File: config.mk
export PLATFORM = sky130hd
export DESIGN_NAME = rle_glyph_span_rasterizer_top
export DESIGN_NICKNAME = d
export VERILOG_FILES = /design/src/sv/rgs_pkg.sv /design/src/sv/rgs_span_clip.sv /design/src/sv/rle_glyph_span_rasterizer_top.sv
export SDC_FILE = /design/constraint.sdc
export NUM_CORES = 1
export LEC_CHECK = 0
export ABC_CLOCK_PERIOD_IN_PS = 7000
export BUFFER_PORTS_ARGS = -buffer_cell sky130_fd_sc_hd__buf_2
export CAP_MARGIN = 20
export CORE_MARGIN = 5
export CORE_UTILIZATION = 50
export CTS_CLUSTER_DIAMETER = 150
export DETAILED_ROUTE_END_ITERATION = 8
export GPL_ROUTABILITY_DRIVEN = 0
export MAX_ROUTING_LAYER = met4
export PLACE_DENSITY = 0.68
export SLEW_MARGIN = 15
export SYNTH_ARGS = -nofsm -noshare
export SYNTH_HDL_FRONTEND = slang
export SYNTH_SLANG_ARGS = --single-unit
File: constraint.sdc
create_clock -name clock -period 7 [get_ports clock]
set_input_delay 1.4 -clock clock [delete_from_list [all_inputs] [get_ports clock]]
set_output_delay 1.4 -clock clock [all_outputs]
set_load 0.02 [all_outputs]
File: src/sv/rgs_pkg.sv
// Shared types and codes for the run-length glyph span rasterizer.
package rgs_pkg;

   // request kinds carried on req_tuser
   localparam logic [1:0] OP_SET_PEN = 2'd0;
   localparam logic [1:0] OP_SPACE   = 2'd1;
   localparam logic [1:0] OP_GLYPH   = 2'd2;

   // configuration register indexes
   localparam logic [2:0] REG_INTER_CHAR_SPACE = 3'd0;
   localparam logic [2:0] REG_SPACE_WIDTH      = 3'd1;
   localparam logic [2:0] REG_TEXT_COLOR       = 3'd2;
   localparam logic [2:0] REG_CLIP_LEFT        = 3'd3;
   localparam logic [2:0] REG_CLIP_RIGHT       = 3'd4;
   localparam logic [2:0] REG_CLIP_TOP         = 3'd5;
   localparam logic [2:0] REG_CLIP_BOTTOM      = 3'd6;

   localparam logic [9:0] CLIP_RIGHT_RESET  = 10'd640;
   localparam logic [8:0] CLIP_BOTTOM_RESET = 9'd480;

   localparam int REQ_DATA_BITS = 40;
   localparam int RSP_DATA_BITS = 40;

   typedef struct packed {
      logic [8:0] row;
      logic [9:0] column;
      logic [9:0] length;
      logic [7:0] color;
   } span_type;

   typedef struct packed {
      logic [9:0] left;
      logic [9:0] right;
      logic [8:0] top;
      logic [8:0] bottom;
      logic [7:0] color;
   } clip_type;

endpackage

File: src/sv/rgs_span_clip.sv
// Clips one fill run against the window and forms the span.
module rgs_span_clip #(
   parameter int COORD_BITS = 16
) (
   input  logic [COORD_BITS-1:0] cursor_x,
   input  logic [COORD_BITS-1:0] cursor_y,
   input  logic [7:0]            fill_count,
   input  rgs_pkg::clip_type     clip,
   output logic                  visible,
   output rgs_pkg::span_type     span
);
   import rgs_pkg::*;

   // two spare bits: start plus a byte never wraps, and clip values fit unsigned
   localparam int W = COORD_BITS + 2;

   logic signed [W-1:0] start;
   logic signed [W-1:0] stop;
   logic signed [W-1:0] row;
   logic signed [W-1:0] left;
   logic signed [W-1:0] right;
   logic signed [W-1:0] top;
   logic signed [W-1:0] bottom;
   logic signed [W-1:0] lo;
   logic signed [W-1:0] hi;
   logic signed [W-1:0] len;

   always_comb begin
      start  = W'(signed'(cursor_x));
      row    = W'(signed'(cursor_y));
      stop   = start + signed'(W'(fill_count));
      left   = signed'(W'(clip.left));
      right  = signed'(W'(clip.right));
      top    = signed'(W'(clip.top));
      bottom = signed'(W'(clip.bottom));
      lo     = (start > left) ? start : left;
      hi     = (stop < right) ? stop : right;
      len    = hi - lo;

      visible = (fill_count != 8'd0) && (lo < hi) && (row >= top) && (row < bottom);

      span.row    = row[8:0];
      span.column = lo[9:0];
      span.length = len[9:0];
      span.color  = clip.color;
   end

endmodule

File: src/sv/rle_glyph_span_rasterizer_top.sv
// Run-length glyph span rasterizer: top level with pen, glyph decoder and result register.
// A span appears on rsp_tvalid in the cycle after its fill byte request is accepted.
// Throughput: one request per cycle unless a span waits on rsp_tready; the decode and
// clip sit between the request handshake and the single result register, freed when taken.
// Reset (synchronous): config returns to 0,0,0,0,640,0,480, decoder waits for a
// glyph width, pen and cursors go to zero and no result is pending.
module rle_glyph_span_rasterizer_top #(
   parameter int COORD_BITS = 16
) (
   input  logic        clock,
   input  logic        reset,
   input  logic        req_tvalid,
   output logic        req_tready,
   input  logic [39:0] req_tdata,   // pen_x[15:0], pen_y[31:16], data_byte[39:32]
   input  logic [1:0]  req_tuser,   // opcode[1:0]
   output logic        rsp_tvalid,
   input  logic        rsp_tready,
   output logic [39:0] rsp_tdata,   // span_row[8:0], span_column[18:9],
                                    // span_length[28:19], span_color[36:29], zero[39:37]
   input  logic        csr_write_enable,
   input  logic [2:0]  csr_index,
   input  logic [9:0]  csr_write_data
);
   import rgs_pkg::*;

   localparam logic [2:0] PH_WIDTH  = 3'd0;
   localparam logic [2:0] PH_HEIGHT = 3'd1;
   localparam logic [2:0] PH_XOFF   = 3'd2;
   localparam logic [2:0] PH_YOFF   = 3'd3;
   localparam logic [2:0] PH_COUNT  = 3'd4;
   localparam logic [2:0] PH_SKIP   = 3'd5;
   localparam logic [2:0] PH_FILL   = 3'd6;

   // configuration
   logic [7:0] gap_ff, space_ff;
   clip_type   clip_ff;

   // decoder state
   logic [2:0]            phase_ff, phase_in;
   logic [7:0]            glyph_width_ff, glyph_width_in;
   logic [7:0]            rows_left_ff, rows_left_in;
   logic [7:0]            entries_left_ff, entries_left_in;
   logic [COORD_BITS-1:0] row_origin_x_ff, row_origin_x_in;
   logic [COORD_BITS-1:0] cursor_x_ff, cursor_x_in;
   logic [COORD_BITS-1:0] cursor_y_ff, cursor_y_in;
   logic [COORD_BITS-1:0] pen_col_ff, pen_col_in;
   logic [COORD_BITS-1:0] pen_row_ff, pen_row_in;

   // result register
   logic     rsp_valid_ff, rsp_valid_in;
   span_type rsp_span_ff, rsp_span_in;

   logic                  req_fire;
   logic                  glyph_fire;
   logic [1:0]            opcode;
   logic signed [15:0]    pen_x_req, pen_y_req;
   logic [7:0]            data_byte;
   logic [7:0]            entries_dec, rows_dec;
   logic [COORD_BITS-1:0] cursor_x_step;
   logic                  span_visible;
   span_type              span;

   assign opcode    = req_tuser;
   assign pen_x_req = signed'(req_tdata[15:0]);
   assign pen_y_req = signed'(req_tdata[31:16]);
   assign data_byte = req_tdata[39:32];

   assign req_tready = !rsp_valid_ff || rsp_tready;
   assign req_fire   = req_tvalid && req_tready;
   assign glyph_fire = req_fire && (opcode == OP_GLYPH);

   rgs_span_clip #(
      .COORD_BITS (COORD_BITS)
   ) u_clip (
      .cursor_x   (cursor_x_ff),
      .cursor_y   (cursor_y_ff),
      .fill_count (data_byte),
      .clip       (clip_ff),
      .visible    (span_visible),
      .span       (span)
   );

   always_comb begin
      phase_in        = phase_ff;
      glyph_width_in  = glyph_width_ff;
      rows_left_in    = rows_left_ff;
      entries_left_in = entries_left_ff;
      row_origin_x_in = row_origin_x_ff;
      cursor_x_in     = cursor_x_ff;
      cursor_y_in     = cursor_y_ff;
      pen_col_in      = pen_col_ff;
      pen_row_in      = pen_row_ff;

      entries_dec   = entries_left_ff - 8'd1;
      rows_dec      = rows_left_ff - 8'd1;
      cursor_x_step = cursor_x_ff + COORD_BITS'(data_byte);

      if (req_fire) begin
         unique case (opcode)
            OP_SET_PEN: begin
               pen_col_in = COORD_BITS'(pen_x_req);
               pen_row_in = COORD_BITS'(pen_y_req);
            end
            OP_SPACE: begin
               pen_col_in = pen_col_ff + COORD_BITS'(space_ff);
            end
            OP_GLYPH: begin
               unique case (phase_ff)
                  PH_WIDTH: begin
                     glyph_width_in = data_byte;
                     phase_in       = PH_HEIGHT;
                  end
                  PH_HEIGHT: begin
                     rows_left_in = data_byte;
                     phase_in     = PH_XOFF;
                  end
                  PH_XOFF: begin
                     row_origin_x_in = pen_col_ff + COORD_BITS'(data_byte);
                     cursor_x_in     = pen_col_ff + COORD_BITS'(data_byte);
                     phase_in        = PH_YOFF;
                  end
                  PH_YOFF: begin
                     cursor_y_in = pen_row_ff + COORD_BITS'(data_byte);
                     phase_in    = PH_COUNT;
                  end
                  PH_COUNT: begin
                     entries_left_in = data_byte;
                     phase_in        = PH_SKIP;
                  end
                  PH_SKIP, PH_FILL: begin
                     entries_left_in = entries_dec;
                     if (entries_dec != 8'd0) begin
                        cursor_x_in = cursor_x_step;
                        phase_in    = (phase_ff == PH_SKIP) ? PH_FILL : PH_SKIP;
                     end else begin
                        // row done: back to the row origin, one row down
                        cursor_x_in  = row_origin_x_ff;
                        cursor_y_in  = cursor_y_ff + COORD_BITS'(1);
                        rows_left_in = rows_dec;
                        if (rows_dec == 8'd0) begin
                           pen_col_in = pen_col_ff + COORD_BITS'(glyph_width_ff)
                                        + COORD_BITS'(gap_ff);
                           phase_in   = PH_WIDTH;
                        end else begin
                           phase_in = PH_COUNT;
                        end
                     end
                  end
                  default: phase_in = PH_WIDTH;
               endcase
            end
            default: ;
         endcase
      end

      rsp_valid_in = rsp_valid_ff && !rsp_tready;
      rsp_span_in  = rsp_span_ff;
      if (req_fire) begin
         rsp_valid_in = glyph_fire && (phase_ff == PH_FILL) && span_visible;
         rsp_span_in  = span;
      end
   end

   always_ff @(posedge clock) begin
      if (reset) begin
         gap_ff         <= '0;
         space_ff       <= '0;
         clip_ff.color  <= '0;
         clip_ff.left   <= '0;
         clip_ff.right  <= CLIP_RIGHT_RESET;
         clip_ff.top    <= '0;
         clip_ff.bottom <= CLIP_BOTTOM_RESET;
      end else if (csr_write_enable) begin
         unique case (csr_index)
            REG_INTER_CHAR_SPACE: gap_ff         <= csr_write_data[7:0];
            REG_SPACE_WIDTH:      space_ff       <= csr_write_data[7:0];
            REG_TEXT_COLOR:       clip_ff.color  <= csr_write_data[7:0];
            REG_CLIP_LEFT:        clip_ff.left   <= csr_write_data;
            REG_CLIP_RIGHT:       clip_ff.right  <= csr_write_data;
            REG_CLIP_TOP:         clip_ff.top    <= csr_write_data[8:0];
            REG_CLIP_BOTTOM:      clip_ff.bottom <= csr_write_data[8:0];
            default: ;
         endcase
      end
   end

   always_ff @(posedge clock) begin
      if (reset) begin
         phase_ff        <= PH_WIDTH;
         glyph_width_ff  <= '0;
         rows_left_ff    <= '0;
         entries_left_ff <= '0;
         row_origin_x_ff <= '0;
         cursor_x_ff     <= '0;
         cursor_y_ff     <= '0;
         pen_col_ff      <= '0;
         pen_row_ff      <= '0;
         rsp_valid_ff    <= 1'b0;
      end else begin
         phase_ff        <= phase_in;
         glyph_width_ff  <= glyph_width_in;
         rows_left_ff    <= rows_left_in;
         entries_left_ff <= entries_left_in;
         row_origin_x_ff <= row_origin_x_in;
         cursor_x_ff     <= cursor_x_in;
         cursor_y_ff     <= cursor_y_in;
         pen_col_ff      <= pen_col_in;
         pen_row_ff      <= pen_row_in;
         rsp_valid_ff    <= rsp_valid_in;
      end
   end

   always_ff @(posedge clock) begin
      rsp_span_ff <= rsp_span_in;
   end

   assign rsp_tvalid = rsp_valid_ff;
   assign rsp_tdata  = {3'b000, rsp_span_ff.color, rsp_span_ff.length,
                        rsp_span_ff.column, rsp_span_ff.row};

   // pen and space requests never produce a span
   a_no_span_from_pen: assert property (@(posedge clock) disable iff (reset)
      (req_fire && (opcode != OP_GLYPH)) |=> !rsp_valid_ff)
      else $error("span produced by a pen request");

   // a span only follows a fill byte
   a_span_from_fill: assert property (@(posedge clock) disable iff (reset)
      (req_fire && !((opcode == OP_GLYPH) && (phase_ff == PH_FILL))) |=> !rsp_valid_ff)
      else $error("span produced outside a fill byte");

   a_span_nonempty: assert property (@(posedge clock) disable iff (reset)
      rsp_valid_ff |-> (rsp_span_ff.length != 10'd0))
      else $error("empty span delivered");

   a_header_order: assert property (@(posedge clock) disable iff (reset)
      (glyph_fire && (phase_ff == PH_WIDTH)) |=> (phase_ff == PH_HEIGHT))
      else $error("glyph width not followed by height");

endmodule

# --- After elaboration in Yosys (flattened, before gate mapping) ---
# Index checks and enable logic that the tools add are counted.
word_totals:
  reg_bits: 207
  inputBits: 60
  output_inout_bits: 42
  word_cells: 112
classes:
  n_addsub: 11
  magnitude_cmp: 5
  n_eq_ne: 18
  muxes: 18
  reduce_logical: 39
op_table:
  columns: ["cell", "n"]
  rows:
  - ["adder 16 x 8 -> 16 bit", 6]
  - ["2-to-1 mux 16 bit", 5]
  - ["one-hot mux 16 bit (2 select lines)", 2]
  - ["one-hot mux 16 bit (3 select lines)", 1]
  - ["2-to-1 mux 18 bit", 2]
  - ["one-hot mux 8 bit (2 select lines)", 2]
  - ["equality test 3 bit (second input constant)", 6]
  - ["less-than comparator 18 x 11 -> 1 bit", 1]
  - ["less-than comparator 18 bit", 1]
  - ["one-hot mux 3 bit (6 select lines)", 1]
  - ["AND reduction 2 bit", 9]
  - ["adder 16 x 9 -> 17 bit", 1]
  - ["adder 16 x 1 -> 16 bit (second input constant)", 1]
  - ["greater-or-equal comparator 16 x 10 -> 1 bit", 1]
  - ["> comparator 16 x 11 -> 1 bit", 1]
  - ["less-than comparator 16 x 10 -> 1 bit", 1]
  - ["nonzero test 8 bit", 2]
  - ["subtractor 8 x 1 -> 8 bit (second input constant)", 2]
  - ["equality test 3 x 2 -> 1 bit (second input constant)", 4]
  - ["AND reduction 3 bit", 4]
  - ["subtractor 10 bit", 1]
  - ["logical AND 1 bit", 8]
  - ["zero test 8 bit", 1]
  - ["2-to-1 mux 8 bit", 1]
  - ["other kinds (17)", 27]

# --- Longest topological paths before layout ---
# Gate-level depths: netlist (run 1).
depth:
  word_depth: 9
  mapped_depth: 26
  ltp_nobuf: 26

# --- Cells and area by module ---
# From an unflattened synthesis (run 1), not the netlist that was laid out.
hier_totals:
  hier_cells: 1808
  area_unflattened_um2: 14595.2
by_module_without_submodules:
  columns: ["module", "instances", "cells_each", "area_each_um2", "seq_area_each_um2"]
  rows:
  - ["rle_glyph_span_rasterizer_top", 1, 1362, 11332.1, 4514.3]
  - ["rgs_span_clip", 1, 446, 3263.1, 0.0]

# --- Worst setup path after synthesis (run 1) ---
# OpenSTA, ideal clock, no wires.
synth_timing:
  path_type: "in2reg"
  start: "input req_tdata[32]"
  end: "register rsp_span_ff (netlist bit rsp_tdata[28]), data pin"
  setup_ps: 135
  t_arrival_ps: 6136
  t_required_ps: 6865
  slack_ps: 729
  cell_stages: 23
  path_buffers: 1
  cell_sequence: "ha_1 inv_1 fa_1 nor2b_1 o31a_1 o41a_1 xnor2_1 inv_1 ha_1 a21o_1 a2111oi_0 nand4b_1 ha_1 clkbuf_1 mux2i_1 ha_1 nor2b_1 o21ai_0 a21boi_0 o21ai_0 a21oi_1 or4_1 nand3_1"
synth_rtl:
  columns: ["element", "line", "rtl"]
  rows:
  - ["start: declaration", "rle_glyph_span_rasterizer_top.sv:14", "input logic [39:0] req_tdata,"]
  - ["end signal: assignment", "rle_glyph_span_rasterizer_top.sv:214", "rsp_span_ff <= rsp_span_in;"]
  - ["end: declaration", "rle_glyph_span_rasterizer_top.sv:51", "span_type rsp_span_ff, rsp_span_in;"]

==> impl_results.md, run 1 <==
* Synthesized area per cell at 8.03 µm²
* Ratio of cells with drive above 1 in the final layout at 10.9%
* Area growth from synthesis to layout at 12.0%
* Largest net degree at the start of global routing at 75
* Final number of setup-violating endpoints at 0
* Ranking of synthesized cells by area: dfxtp_1, ha_1, edfxtp_1, nand2_1, a21oi_1
* Vias in the first global route at 11,375
* Library cell occupying the most area in the post-synthesis netlist: dfxtp_1
* Global-route wire length before repair at 60.4 mm
* Shortest period the worst path allows at 6.32 ns
* Vias per cell at 5.90
* Hold WS at 0.429 ns
* Number of buffers between clock root and the deepest sink at 3
* Aggregate global-route resource usage at 25.0%
* Top fanout value on the critical path at 3
* I/O pin count at 102
* Worst hold path cell count at 0
* Row cnt at 59
* Wire length per cell after detailed routing at 18.5 µm
* Half-perimeter wire length after detailed placement at 28.4 mm
* Sum Neg Setup Slack at 0 ns
* Max-slew headroom at 29.5%
* Max-capacitance violation count at 0
* CTS tree: yes
* Final hold violation count at 0
* Diode insertion count for antenna repair at 0
* Number of sinks on the clock net at 207
* Run status: finished, final reports clean
* # nets final at 1,914
* Count of final max-slew check failures at 0
* Sequential fraction of the synthesis area at 33.8%
* Achievable frequency at 158 MHz
* Pleak at 5.96 nW
* Clock slew at reported path FFs at 0.06 ns
* DRC violation total after the first TritonRoute iteration at 1,109
* Buffers added on ports at 98
* Floorplan Core Area at 26,100 µm²
* Number of enable flip-flop cells after synthesis at 37
* Clock latency at the later pin of the worst-skew pair at 0.53 ns
* Clk_skew at 0.00962 ns
* Residual DRC count at 0
* Reg2reg path depth at 25
* Initial Util at 51.1%
* Share of synthesized flip-flops with an asynchronous set or reset at 0%
* Data arrival time of the worst path at 6.59 ns
* Setup slack on the worst flop-to-flop path at 1.21 ns
* Yosys warning count at 0
* Count of unique library cells instantiated by Yosys at 71
* Final Instance Area at 14,900 µm²
* Data required time of the critical path at 7.27 ns
* Post-synthesis sequential element count at 207
* Horizontal die dimension at 173 µm
* Peak supply drop at 0.173 mV
* Total number of vias at 12,279
* Post-place instance area at 14,100 µm²
* Full die area at 30,100 µm²
* Worst setup EP type: register
* Tightest Pin Transition at 1.05 ns
* Gate count after technology mapping at 1,662
* Part of the cycle the worst path needs at 90.3%
* H-tree depth reported by CTS at 1
* Total power after layout at 3.05 mW
* Crit Reg-Reg Endpoint: rsp_tdata[27]$_DFFE_PP_
* Critical path start-end classification: primary input to register
* Worst reg2reg path startpoint: cursor_x_ff[0]$_SDFFE_PP0P_
* # hold bufs at CTS at 0
* Sort of element at the start of the critical path: primary input
* Initial antenna violation count at 0
* Power per standard cell area at 204 nW/µm²
* Main synth FF type: dfxtp_1
* Cts repair resizes at 0
* Number of detailed-routing iterations run before antenna repair at 5
* Area share of the largest cell type after synthesis at 25.5%
* Wire length after detailed routing at 38.5 mm
* Area of the mapped netlist at 13,300 µm²
* Setup repair bufs after CTS at 0
* Cell at the root of the clock tree: clkbuf_16
* Final global-route overflow total at 0
* Startpoint of the worst hold path: clip_ff[7]$_SDFFE_PP0P_
* Number of fill cells in the layout at 2,466
* Number of routed nets with antenna violations at 0
* Hold WC Path Type: register to register
* Die outline height at 173 µm
* Hold Path Sink: rsp_tdata[36]$_DFFE_PP_
* Number of buffers inserted during clock tree synthesis at 24
* Unrepaired setup endpoints after global routing: false
## critical path: stages
cell	delay, ns
buf_2	0.13
ha_1	0.23
inv_1	0.08
fa_1	0.21
nor2b_1	0.07
o31a_1	0.27
o41a_1	0.38
xnor2_1	0.20
inv_1	0.07
ha_1	0.29
a21o_1	0.18
a2111oi_0	0.50
nand4b_1	0.17
ha_1	0.39
mux2_2	0.37
inv_1	0.06
ha_1	0.15
inv_1	0.05
fa_1	0.40
nand2_1	0.09
nand2_1	0.06
a21oi_1	0.23
o21bai_1	0.09
a21oi_1	0.23
o21ai_0	0.15
xor2_1	0.15
## sequential cells by signal, indices dropped and copies added (netlist names)
name and cells:
rows_left_ff 8, rsp_tdata 37, row_origin_x_ff 16, pen_col_ff 16
cursor_y_ff 16, entries_left_ff 8, cursor_x_ff 16, clip_ff 46
phase_ff 3, rsp_tvalid 1, pen_row_ff 16, glyph_width_ff 8
gap_ff 8, space_ff 8
## power by group
group | switching (mW) | leakage [nW] | total [mW] | internal (mW)
clock | 0.504 | 0.414 | 1.30 | 0.794
combinational | 0.287 | 3.80 | 0.458 | 0.171
sequential | 0.0320 | 1.75 | 1.29 | 1.26
## synthesized netlist by cell type, types with 5 or more instances
cell type / count
mux2i_1: 26
or4_1: 5
o21ai_0: 82
nor2_1: 124
nor2b_1: 19
nand4_1: 23
ha_1: 112
a211o_1: 8
dfxtp_1: 170
nand2_1: 260
a211oi_1: 35
xnor2_1: 38
o2111ai_1: 6
a2111oi_0: 5
o221ai_1: 5
nor3_1: 42
xor2_1: 17
nand2b_1: 22
nand3b_1: 5
o22ai_1: 6
or3_1: 11
and3_1: 7
a21o_1: 22
o21bai_1: 9
or2_2: 6
a221oi_1: 8
nor4_1: 11
inv_1: 91
mux2_2: 14
clkbuf_1: 72
edfxtp_1: 37
o21a_1: 15
o211ai_1: 19
a21oi_1: 194
a31oi_1: 10
fa_1: 14
buf_2: 5
nand3_1: 37
## area by class of cell
type | instances | area (µm²) | share of cell area (%)
Tap cell | 335 | 419 | 2.80
Clock buffer | 34 | 729 | 4.88
Multi-Input combinational cell | 1283 | 8180 | 54.8
Inverter | 92 | 345 | 2.31
Sequential cell | 207 | 4510 | 30.2
Clock inverter | 9 | 93.8 | 0.628
Timing Repair Buffer | 120 | 658 | 4.40
## layer usage
layer	global-route usage, %	vias to the layer above	wire (µm)
met5	-	-	0
met4	6.75	0	1080
met3	4.17	59	2620
met2	39.5	363	17200
met1	33.4	5810	17600
li1	-	6047	-
## cell families after synthesis
logic type	synth area share, %
compound gates	21.6
xor+xnor	3.61
fa+ha+maj	12.6
buf+inv	5.08
flops	33.8
mux	3.13
other cells	0.0281
simple gates	20.1
## metrics by stage
step / utilization, % / setup WS, ns / instances
after floorplan: - / 0.729 / 1666
after global routing: 57.2 / 0.334 / 2080
after detailed placement: 54.0 / 0.201 / 2037
after global placement: 54.0 / 0.374 / 2037
after CTS: 57.2 / 0.729 / 2080
final: 57.2 / 0.676 / 2080
## worst max path at each step
stage	startpoint	endpoint	slack, ns	depth (start not counted)
after CTS	req_tdata[32]	rsp_tdata[27]$_DFFE_PP_	0.73	26
final	req_tdata[32]	rsp_tdata[27]$_DFFE_PP_	0.68	26
after detailed placement	req_tdata[32]	rsp_tdata[27]$_DFFE_PP_	0.20	26
after floorplan	req_tdata[32]	rsp_tdata[28]$_DFFE_PP_	0.73	23
after global routing	req_tdata[33]	rsp_tdata[28]$_DFFE_PP_	0.33	22
after global placement	req_tdata[32]	rsp_tdata[27]$_DFFE_PP_	0.37	26
## cells in the final DEF (no fill, tap or decap), types with 7 or more instances in the layout
| cell | n |
|---|---|
| dfxtp_1 | 170 |
| nor2b_1 | 19 |
| mux2_2 | 14 |
| a21o_1 | 22 |
| and3_1 | 7 |
| fa_1 | 14 |
| nand2b_1 | 22 |
| o21a_1 | 15 |
| inv_1 | 91 |
| mux2i_1 | 26 |
| nor2_1 | 123 |
| nand3_1 | 37 |
| clkbuf_8 | 7 |
| o21ai_0 | 82 |
| ha_1 | 112 |
| nor4_1 | 11 |
| nor3_1 | 42 |
| a211oi_1 | 35 |
| buf_4 | 23 |
| edfxtp_1 | 37 |
| nand4_1 | 23 |
| clkbuf_16 | 25 |
| o21bai_1 | 9 |
| a211o_1 | 8 |
| buf_2 | 97 |
| a31oi_1 | 10 |
| xor2_1 | 17 |
| a21oi_1 | 194 |
| a221oi_1 | 8 |
| o211ai_1 | 19 |
| nand2_1 | 260 |
| xnor2_1 | 38 |
| or3_1 | 11 |
(Power assumes the default switching activity.)
==> inputs of run 2 (changes only) <==
- ABC_AREA: not set -> 1
==> impl_results.md, run 2 <==
* Run status: finished, final reports clean
* CTS tree: yes
* Wire length after detailed routing at 39.8 mm (+3.3%)
* Pleak at 7.66 nW (+28%)
* Floorplan Core Area at 27,800 µm² (+6.3%)
* Top fanout value on the critical path at 16 (+13)
* Row cnt at 61 (+3.4%)
* Max-capacitance violation count at 0 (unchanged)
* Number of routed nets with antenna violations at 0 (unchanged)
* Area used by multi-input combinational logic at 8340 µm² (+2.0%)
* # nets final at 2,342 (+22%)
* Crit Reg-Reg Endpoint: rsp_tdata[27]$_DFFE_PP_
* Shortest period the worst path allows at 5.97 ns (-0.358 ns)
* H-tree depth reported by CTS at 1 (unchanged)
* Part of the cycle the worst path needs at 85.2% (-5.1 points)
* Peak supply drop at 0.158 mV (-8.6%)
* Number of detailed-routing iterations run before antenna repair at 5 (unchanged)
* I/O pin count at 102 (unchanged)
* Sum Neg Setup Slack at 0 ns (unchanged)
* Largest net degree at the start of global routing at 89 (+19%)
* Ratio of cells with drive above 1 in the final layout at 8.33% (-2.6 points)
* Minimum setup slack in the final design at 1.03 ns (+0.358 ns)
* Buffers added on ports at 98 (unchanged)
* Initial Util at 50.7% (-0.31 points)
* Sort of element at the start of the critical path: primary input
* Clock latency at the later pin of the worst-skew pair at 0.54 ns (about the same)
* Number of buffers between clock root and the deepest sink at 3 (unchanged)
* Clock slew at reported path FFs at 0.06 ns (about the same)
* Vias in the first global route at 13,226 (+16%)
* Largest register FFs at 46 (unchanged)
* Achievable frequency at 168 MHz (+6.0%)
* # hold bufs at CTS at 0 (unchanged)
* Number of buffers inserted during clock tree synthesis at 24 (unchanged)
* Global-route wire length before repair at 64.7 mm (+7.2%)
* Dominant delay contributor by cell family on the critical path: adder cells
* Worst reg2reg path startpoint: cursor_x_ff[0]$_SDFFE_PP0P_
* Data arrival time of the worst path at 6.23 ns (-0.36 ns)
* Wire length on met2 at 18.2 mm (+5.8%)
* Initial antenna violation count at 0 (unchanged)
* Worst hold path cell count at 0 (unchanged)
* Metal3 WL at 2.55 mm (-2.5%)
* Area share of the largest cell type after synthesis at 24.1% (-1.4 points)
* Startpoint of the worst hold path: clip_ff[5]$_SDFFE_PP0P_
* Number of enable flip-flop cells after synthesis at 37 (unchanged)
* Area of the mapped netlist at 14,100 µm² (+5.7%)
* Unrepaired setup endpoints after global routing: false
* Total power after layout at 3.08 mW (+0.99%)
* Most frequent cells after synthesis: nand2_1, inv_1, nor2_1
* Tightest Pin Transition at 0.857 ns (-0.198 ns)
* Wire length per cell after detailed routing at 15.6 µm (-16%)
* Hold WS at 0.431 ns (+0.00212 ns)
* Area growth from synthesis to layout at 11.2%
* Count of unique library cells instantiated by Yosys at 54 (-24%)
* Half-perimeter wire length after detailed placement at 30.1 mm (+5.9%)
* Power per standard cell area at 196 nW/µm² (-3.7%)
* Cell at the root of the clock tree: clkbuf_16
* Max-slew headroom at 42.9% (+13 points)
* CP cell instances: buf_2, inv_1, fa_1, nand3b_1, nand2_1, nand3_1, nand2_1, xor2_1, ha_1, inv_1, nor3_1, a21oi_1, o2111ai_1, ha_1, inv_1, o21ai_0, ha_1, a21oi_1, a21oi_1, a211oi_1, o21ai_0, xor2_1
* Die outline height at 178 µm (+2.6%)
* Hold WC Path Type: register to register
* Vias per cell at 5.36 (-9.3%)
* Crit path buf inv count at 4 (-1)
* Hold Path Sink: rsp_tdata[34]$_DFFE_PP_
* Critical path start-end classification: primary input to register
* Clk_skew at 0.0213 ns (+0.0117 ns)
* Metal-1 WL at 18.0 mm (+2.7%)
* Number of sinks on the clock net at 207 (unchanged)
* Setup slack on the worst flop-to-flop path at 1.68 ns (+0.47 ns)
* Storage cell area at 4510 µm² (unchanged)
* Worst slack after detailed placement at 0.541 ns (+0.340 ns)
* Count of final max-slew check failures at 0 (unchanged)
* Synthesized area per cell at 6.77 µm² (-16%)
* Post-synthesis sequential element count at 207 (unchanged)
* Cts repair resizes at 0 (unchanged)
* Final number of setup-violating endpoints at 0 (unchanged)
* Dominant cell by count in the synthesized netlist: nand2_1
* Data required time of the critical path at 7.26 ns (about the same)
* Most flops, register: clip_ff
* Uppermost metal layer occupied by signal nets: met4
* DRC violation total after the first TritonRoute iteration at 1,020 (-8.0%)
* Full die area at 31,700 µm² (+5.3%)
* Main synth FF type: dfxtp_1
* Reg2reg path depth at 22 (-12%)
* Slowest cell delay on critical path at 0.49 ns (about the same)
* Commonest cells after routing, fill and taps aside: nand2_1, inv_1, nor2_1
* Most common cell after layout, fill and taps aside: nand2_1
* Yosys warning count at 0 (unchanged)
* Diode insertion count for antenna repair at 0 (unchanged)
* Worst setup EP type: register
* Number of fill cells in the layout at 2,752 (+12%)
* Gate count after technology mapping at 2,082 (+25%)
* Ranking of synthesized cells by area: dfxtp_1, nand2_1, ha_1, edfxtp_1, inv_1
* Library cell contributing the largest single delay on the critical path: ha_1
* Final hold violation count at 0 (unchanged)
* Critical path origin: req_tdata[33]
* Residual DRC count at 0 (unchanged)
* Final global-route overflow total at 0 (unchanged)
* Setup repair bufs after CTS at 0 (unchanged)
* Sequential fraction of the synthesis area at 32.0% (-1.8 points)
* Aggregate global-route resource usage at 25.7% (+0.74 points)
* Horizontal die dimension at 178 µm (+2.6%)
* Library cell occupying the most area in the post-synthesis netlist: dfxtp_1
* Share of synthesized flip-flops with an asynchronous set or reset at 0% (unchanged)
* Total number of vias at 13,666 (+11%)
-- run 2: cell type report --
cell class                      instances  share of cell area [%]
Multi-Input combinational cell       1556                    53.2
Sequential cell                       207                    28.8
Inverter                              262                    6.28
Clock buffer                           33                    4.30
Timing Repair Buffer                  105                    3.46
Tap cell                              378                    3.02
Clock inverter                         11                   0.918
-- run 2: cells by family (layout without fill, tap and decap cells) --
logic type                 Yosys count  in the layout  share of synthesized area (%)
and+or+nand+nor                    995            995                           29.7
other                                1              5                         0.0266
DFF                                207            207                           32.0
xor gates and xnor gates            32             32                           1.99
buffers and inverters              323            411                           8.90
adders and majority gates          126            126                           11.9
muxes                                1              1                         0.0710
AOI/OAI and AO/OA                  397            397                           15.4
-- run 2: routing by layer --
metal / vias up / global-route usage [%]
li1: 6971 / -
met1: 6258 / 33.2
met2: 369 / 42.2
met3: 68 / 3.88
met4: 0 / 7.15
met5: - / -
-- run 2: worst reg2reg max path: stages (launching register included) --
cell and delay, ns:
dfxtp_1 0.40, ha_1 0.20, inv_1 0.06, fa_1 0.39
nand3b_1 0.17, nand2_1 0.17, nand3_1 0.10, nand2_1 0.12
xor2_1 0.30, ha_1 0.30, inv_1 0.07, nor3_1 0.06
a21oi_1 0.18, o2111ai_1 0.16, ha_1 0.49, inv_1 0.28
o21ai_0 0.32, ha_1 0.36, a21oi_1 0.21, a21oi_1 0.09
a211oi_1 0.31, o21ai_0 0.15, xor2_1 0.16
-- run 2: where the power goes --
part / total [mW] / internal (mW) / leakage [nW] / switching, mW
registers: 1.30 / 1.26 / 1.76 / 0.0318
clock network: 1.30 / 0.785 / 0.403 / 0.518
logic: 0.477 / 0.160 / 5.50 / 0.317
-- run 2: metrics by stage --
step	utilization (%)	std cells	instance area, µm²
after floorplan	-	2086	14100
after global placement	53.5	2508	14900
after detailed placement	53.5	2508	14900
after CTS	56.4	2552	15700
after global routing	56.4	2552	15700
final	56.4	2552	15700
-- run 2: worst max path at each step --
stage	endpoint	cells after the start
after floorplan	rsp_tdata[27]$_DFFE_PP_	25
after global placement	rsp_tdata[27]$_DFFE_PP_	22
after detailed placement	rsp_tdata[27]$_DFFE_PP_	22
after CTS	rsp_tdata[27]$_DFFE_PP_	22
after global routing	rsp_tdata[27]$_DFFE_PP_	23
final	rsp_tdata[27]$_DFFE_PP_	22
==> inputs of run 3 (changes only) <==
- ABC_CLOCK_PERIOD_IN_PS: 7000 -> 7600
- SLEW_MARGIN: 15 -> not set
- TNS_END_PERCENT: not set -> 50
- clock period: 7 -> 7.6 ns (I/O delays scaled with it)
==> impl_results.md, run 3 (synthesized netlist as in run 2, its figures left out) <==
* Clock slew at reported path FFs at 0.06 ns (about the same)
* Cell at the root of the clock tree: clkbuf_16
* Vias per cell at 5.38 (+0.39%)
* Max-capacitance violation count at 0 (unchanged)
* Clock latency at the later pin of the worst-skew pair at 0.54 ns (about the same)
* Sort of element at the start of the critical path: primary input
* Total number of vias at 13,724 (+0.42%)
* Initial Util at 50.7% (unchanged)
* Floorplan Core Area at 27,800 µm² (unchanged)
* # hold bufs at CTS at 0 (unchanged)
* Fraction of power consumed by the clock network at 43.2% (+0.8 points)
* CP dominant cell by count: ha_1
* CTS tree: yes
* Sum Neg Setup Slack at 0 ns (unchanged)
* Sequential share of power at 41.5% (-0.6 points)
* Critical path start-end classification: primary input to register
* Setup repair bufs after CTS at 0 (unchanged)
* Worst hold path cell count at 0 (unchanged)
* Peak supply drop at 0.166 mV (+4.4%)
* I/O pin count at 102 (unchanged)
* Top fanout value on the critical path at 16 (unchanged)
* Setup slack on the worst flop-to-flop path at 2.36 ns (+0.68 ns)
* Power per standard cell area at 183 nW/µm² (-6.7%)
* Total power after layout at 2.87 mW (-6.5%)
* Number of routed nets with antenna violations at 0 (unchanged)
* Final number of setup-violating endpoints at 0 (unchanged)
* Buffers added on ports at 98 (unchanged)
* Part of the cycle the worst path needs at 79.5%
* Achievable frequency at 166 MHz
* Crit Reg-Reg Endpoint: rsp_tdata[27]$_DFFE_PP_
* Library cell contributing the largest single delay on the critical path: ha_1
* # nets final at 2,342 (unchanged)
* Largest net degree at the start of global routing at 89 (unchanged)
* Switching Share at 28.4% (+0.19 points)
* Wire length after detailed routing at 39.7 mm (about the same)
* Critical path origin: req_tdata[32]
* Ratio of cells with drive above 1 in the final layout at 8.51% (+0.18 points)
* Max-slew headroom at 42.5% (-0.38 points)
* Wire length per cell after detailed routing at 15.6 µm (-0.14%)
* Initial antenna violation count at 0 (unchanged)
* Data required time of the critical path at 7.87 ns (+0.61 ns)
* Number of detailed-routing iterations run before antenna repair at 7 (+2)
* Largest register FFs at 46 (unchanged)
* Hold WS at 0.427 ns (-0.00374 ns)
* Reg2reg path depth at 22 (unchanged)
* Unrepaired setup endpoints after global routing: false
* Area growth from synthesis to layout at 11.4%
* Cts repair resizes at 0 (unchanged)
* Aggregate global-route resource usage at 25.7% (-0.049 points)
* CP cell instances: buf_2, ha_1, inv_1, fa_1, nand3b_1, nand2_1, nand3_1, nand2_1, xor2_1, ha_1, inv_1, nor3_1, a21oi_1, o2111ai_1, ha_1, inv_1, o21ai_0, ha_1, a21oi_1, a21oi_1, a211oi_1, o21ai_0, xor2_1
* Row cnt at 61 (unchanged)
* Horizontal die dimension at 178 µm (unchanged)
* Hold Path Sink: rsp_tdata[32]$_DFFE_PP_
* Startpoint of the worst hold path: clip_ff[3]$_SDFFE_PP0P_
* Data arrival time of the worst path at 6.32 ns (+0.09 ns)
* Diode insertion count for antenna repair at 0 (unchanged)
* DRC violation total after the first TritonRoute iteration at 921 (-9.7%)
* Hold WC Path Type: register to register
* Number of buffers between clock root and the deepest sink at 3 (unchanged)
* Number of buffers inserted during clock tree synthesis at 25 (+4.2%)
* Residual DRC count at 0 (unchanged)
* Slowest cell delay on critical path at 0.49 ns (about the same)
* Switching Power at 0.816 mW (-5.9%)
* Final global-route overflow total at 0 (unchanged)
* Die outline height at 178 µm (unchanged)
* H-tree depth reported by CTS at 1 (unchanged)
* Run status: finished, final reports clean
* Count of final max-slew check failures at 0 (unchanged)
* Half-perimeter wire length after detailed placement at 30.3 mm (+0.62%)
* Worst setup EP type: register
* Final hold violation count at 0 (unchanged)
* Commonest cells after routing, fill and taps aside: nand2_1, inv_1, nor2_1
* Shortest period the worst path allows at 6.04 ns
* Vias in the first global route at 13,128 (-0.74%)
* Clk_skew at 0.0155 ns (-0.00576 ns)
* Number of fill cells in the layout at 2,750 (-0.073%)
* Tightest Pin Transition at 0.862 ns (+0.00574 ns)
* Internal power at 2.06 mW (-6.8%)
* Global-route wire length before repair at 64.9 mm (+0.21%)
* Pleak at 7.67 nW (+0.20%)
* Most common cell after layout, fill and taps aside: nand2_1
* Gate power share at 15.3% (-0.2 points)
* Number of sinks on the clock net at 207 (unchanged)
* Full die area at 31,700 µm² (unchanged)
* Most flops, register: clip_ff
* Worst reg2reg path startpoint: cursor_x_ff[0]$_SDFFE_PP0P_
==> run 3: worst max path at each step <==
stage                              end  slack [ns]
6_report       rsp_tdata[27]$_DFFE_PP_        1.56
5_1_grt        rsp_tdata[27]$_DFFE_PP_        1.08
4_1_cts        rsp_tdata[27]$_DFFE_PP_        1.60
3_5_place_dp   rsp_tdata[27]$_DFFE_PP_        1.04
3_3_place_gp   rsp_tdata[27]$_DFFE_PP_        1.24
2_1_floorplan  rsp_tdata[27]$_DFFE_PP_        1.93
==> run 3: critical path, delay by kind of cell <==
kind	cells	cell delay (ns)
compound gates	7	1.36
xor+xnor	2	0.44
buf+inv	4	0.62
fa+ha+maj	5	1.73
simple gates	5	0.61
==> run 3: area by class of cell <==
class                           instances  area, µm²  share of cell area [%]
Clock buffer                           31        688                    4.38
Clock inverter                         15        168                    1.07
Inverter                              262        985                    6.27
Multi-Input combinational cell       1556       8340                    53.1
Sequential cell                       207       4510                    28.7
Tap cell                              378        473                    3.01
Timing Repair Buffer                  104        536                    3.41
==> run 3: power groups by stage <==
stage	logic, mW	clock network (mW)	registers [mW]
finish	0.440	1.24	1.19
global route	0.495	1.31	1.20
CTS	0.438	1.26	1.19
detailed placement	0.434	0	1.22
global placement	0.426	0	1.22
floorplan	0.289	0	1.23
==> run 3: per-layer routing <==
metal	GRT usage, %	vias up	wire [µm]
met5	-	-	0
met4	7.67	0	1310
met3	3.03	89	2130
met2	42.0	359	18000
met1	33.5	6300	18300
li1	-	6976	-
==> run 3: stage by stage <==
stage / std cells / instance area (µm²) / util, % / worst slack [ns]
floorplan: 2086 / 14100 / - / 1.93
global placement: 2507 / 14900 / 53.5 / 1.24
detailed placement: 2507 / 14900 / 53.5 / 1.04
CTS: 2553 / 15700 / 56.5 / 1.60
global route: 2553 / 15700 / 56.5 / 1.08
finish: 2553 / 15700 / 56.5 / 1.56
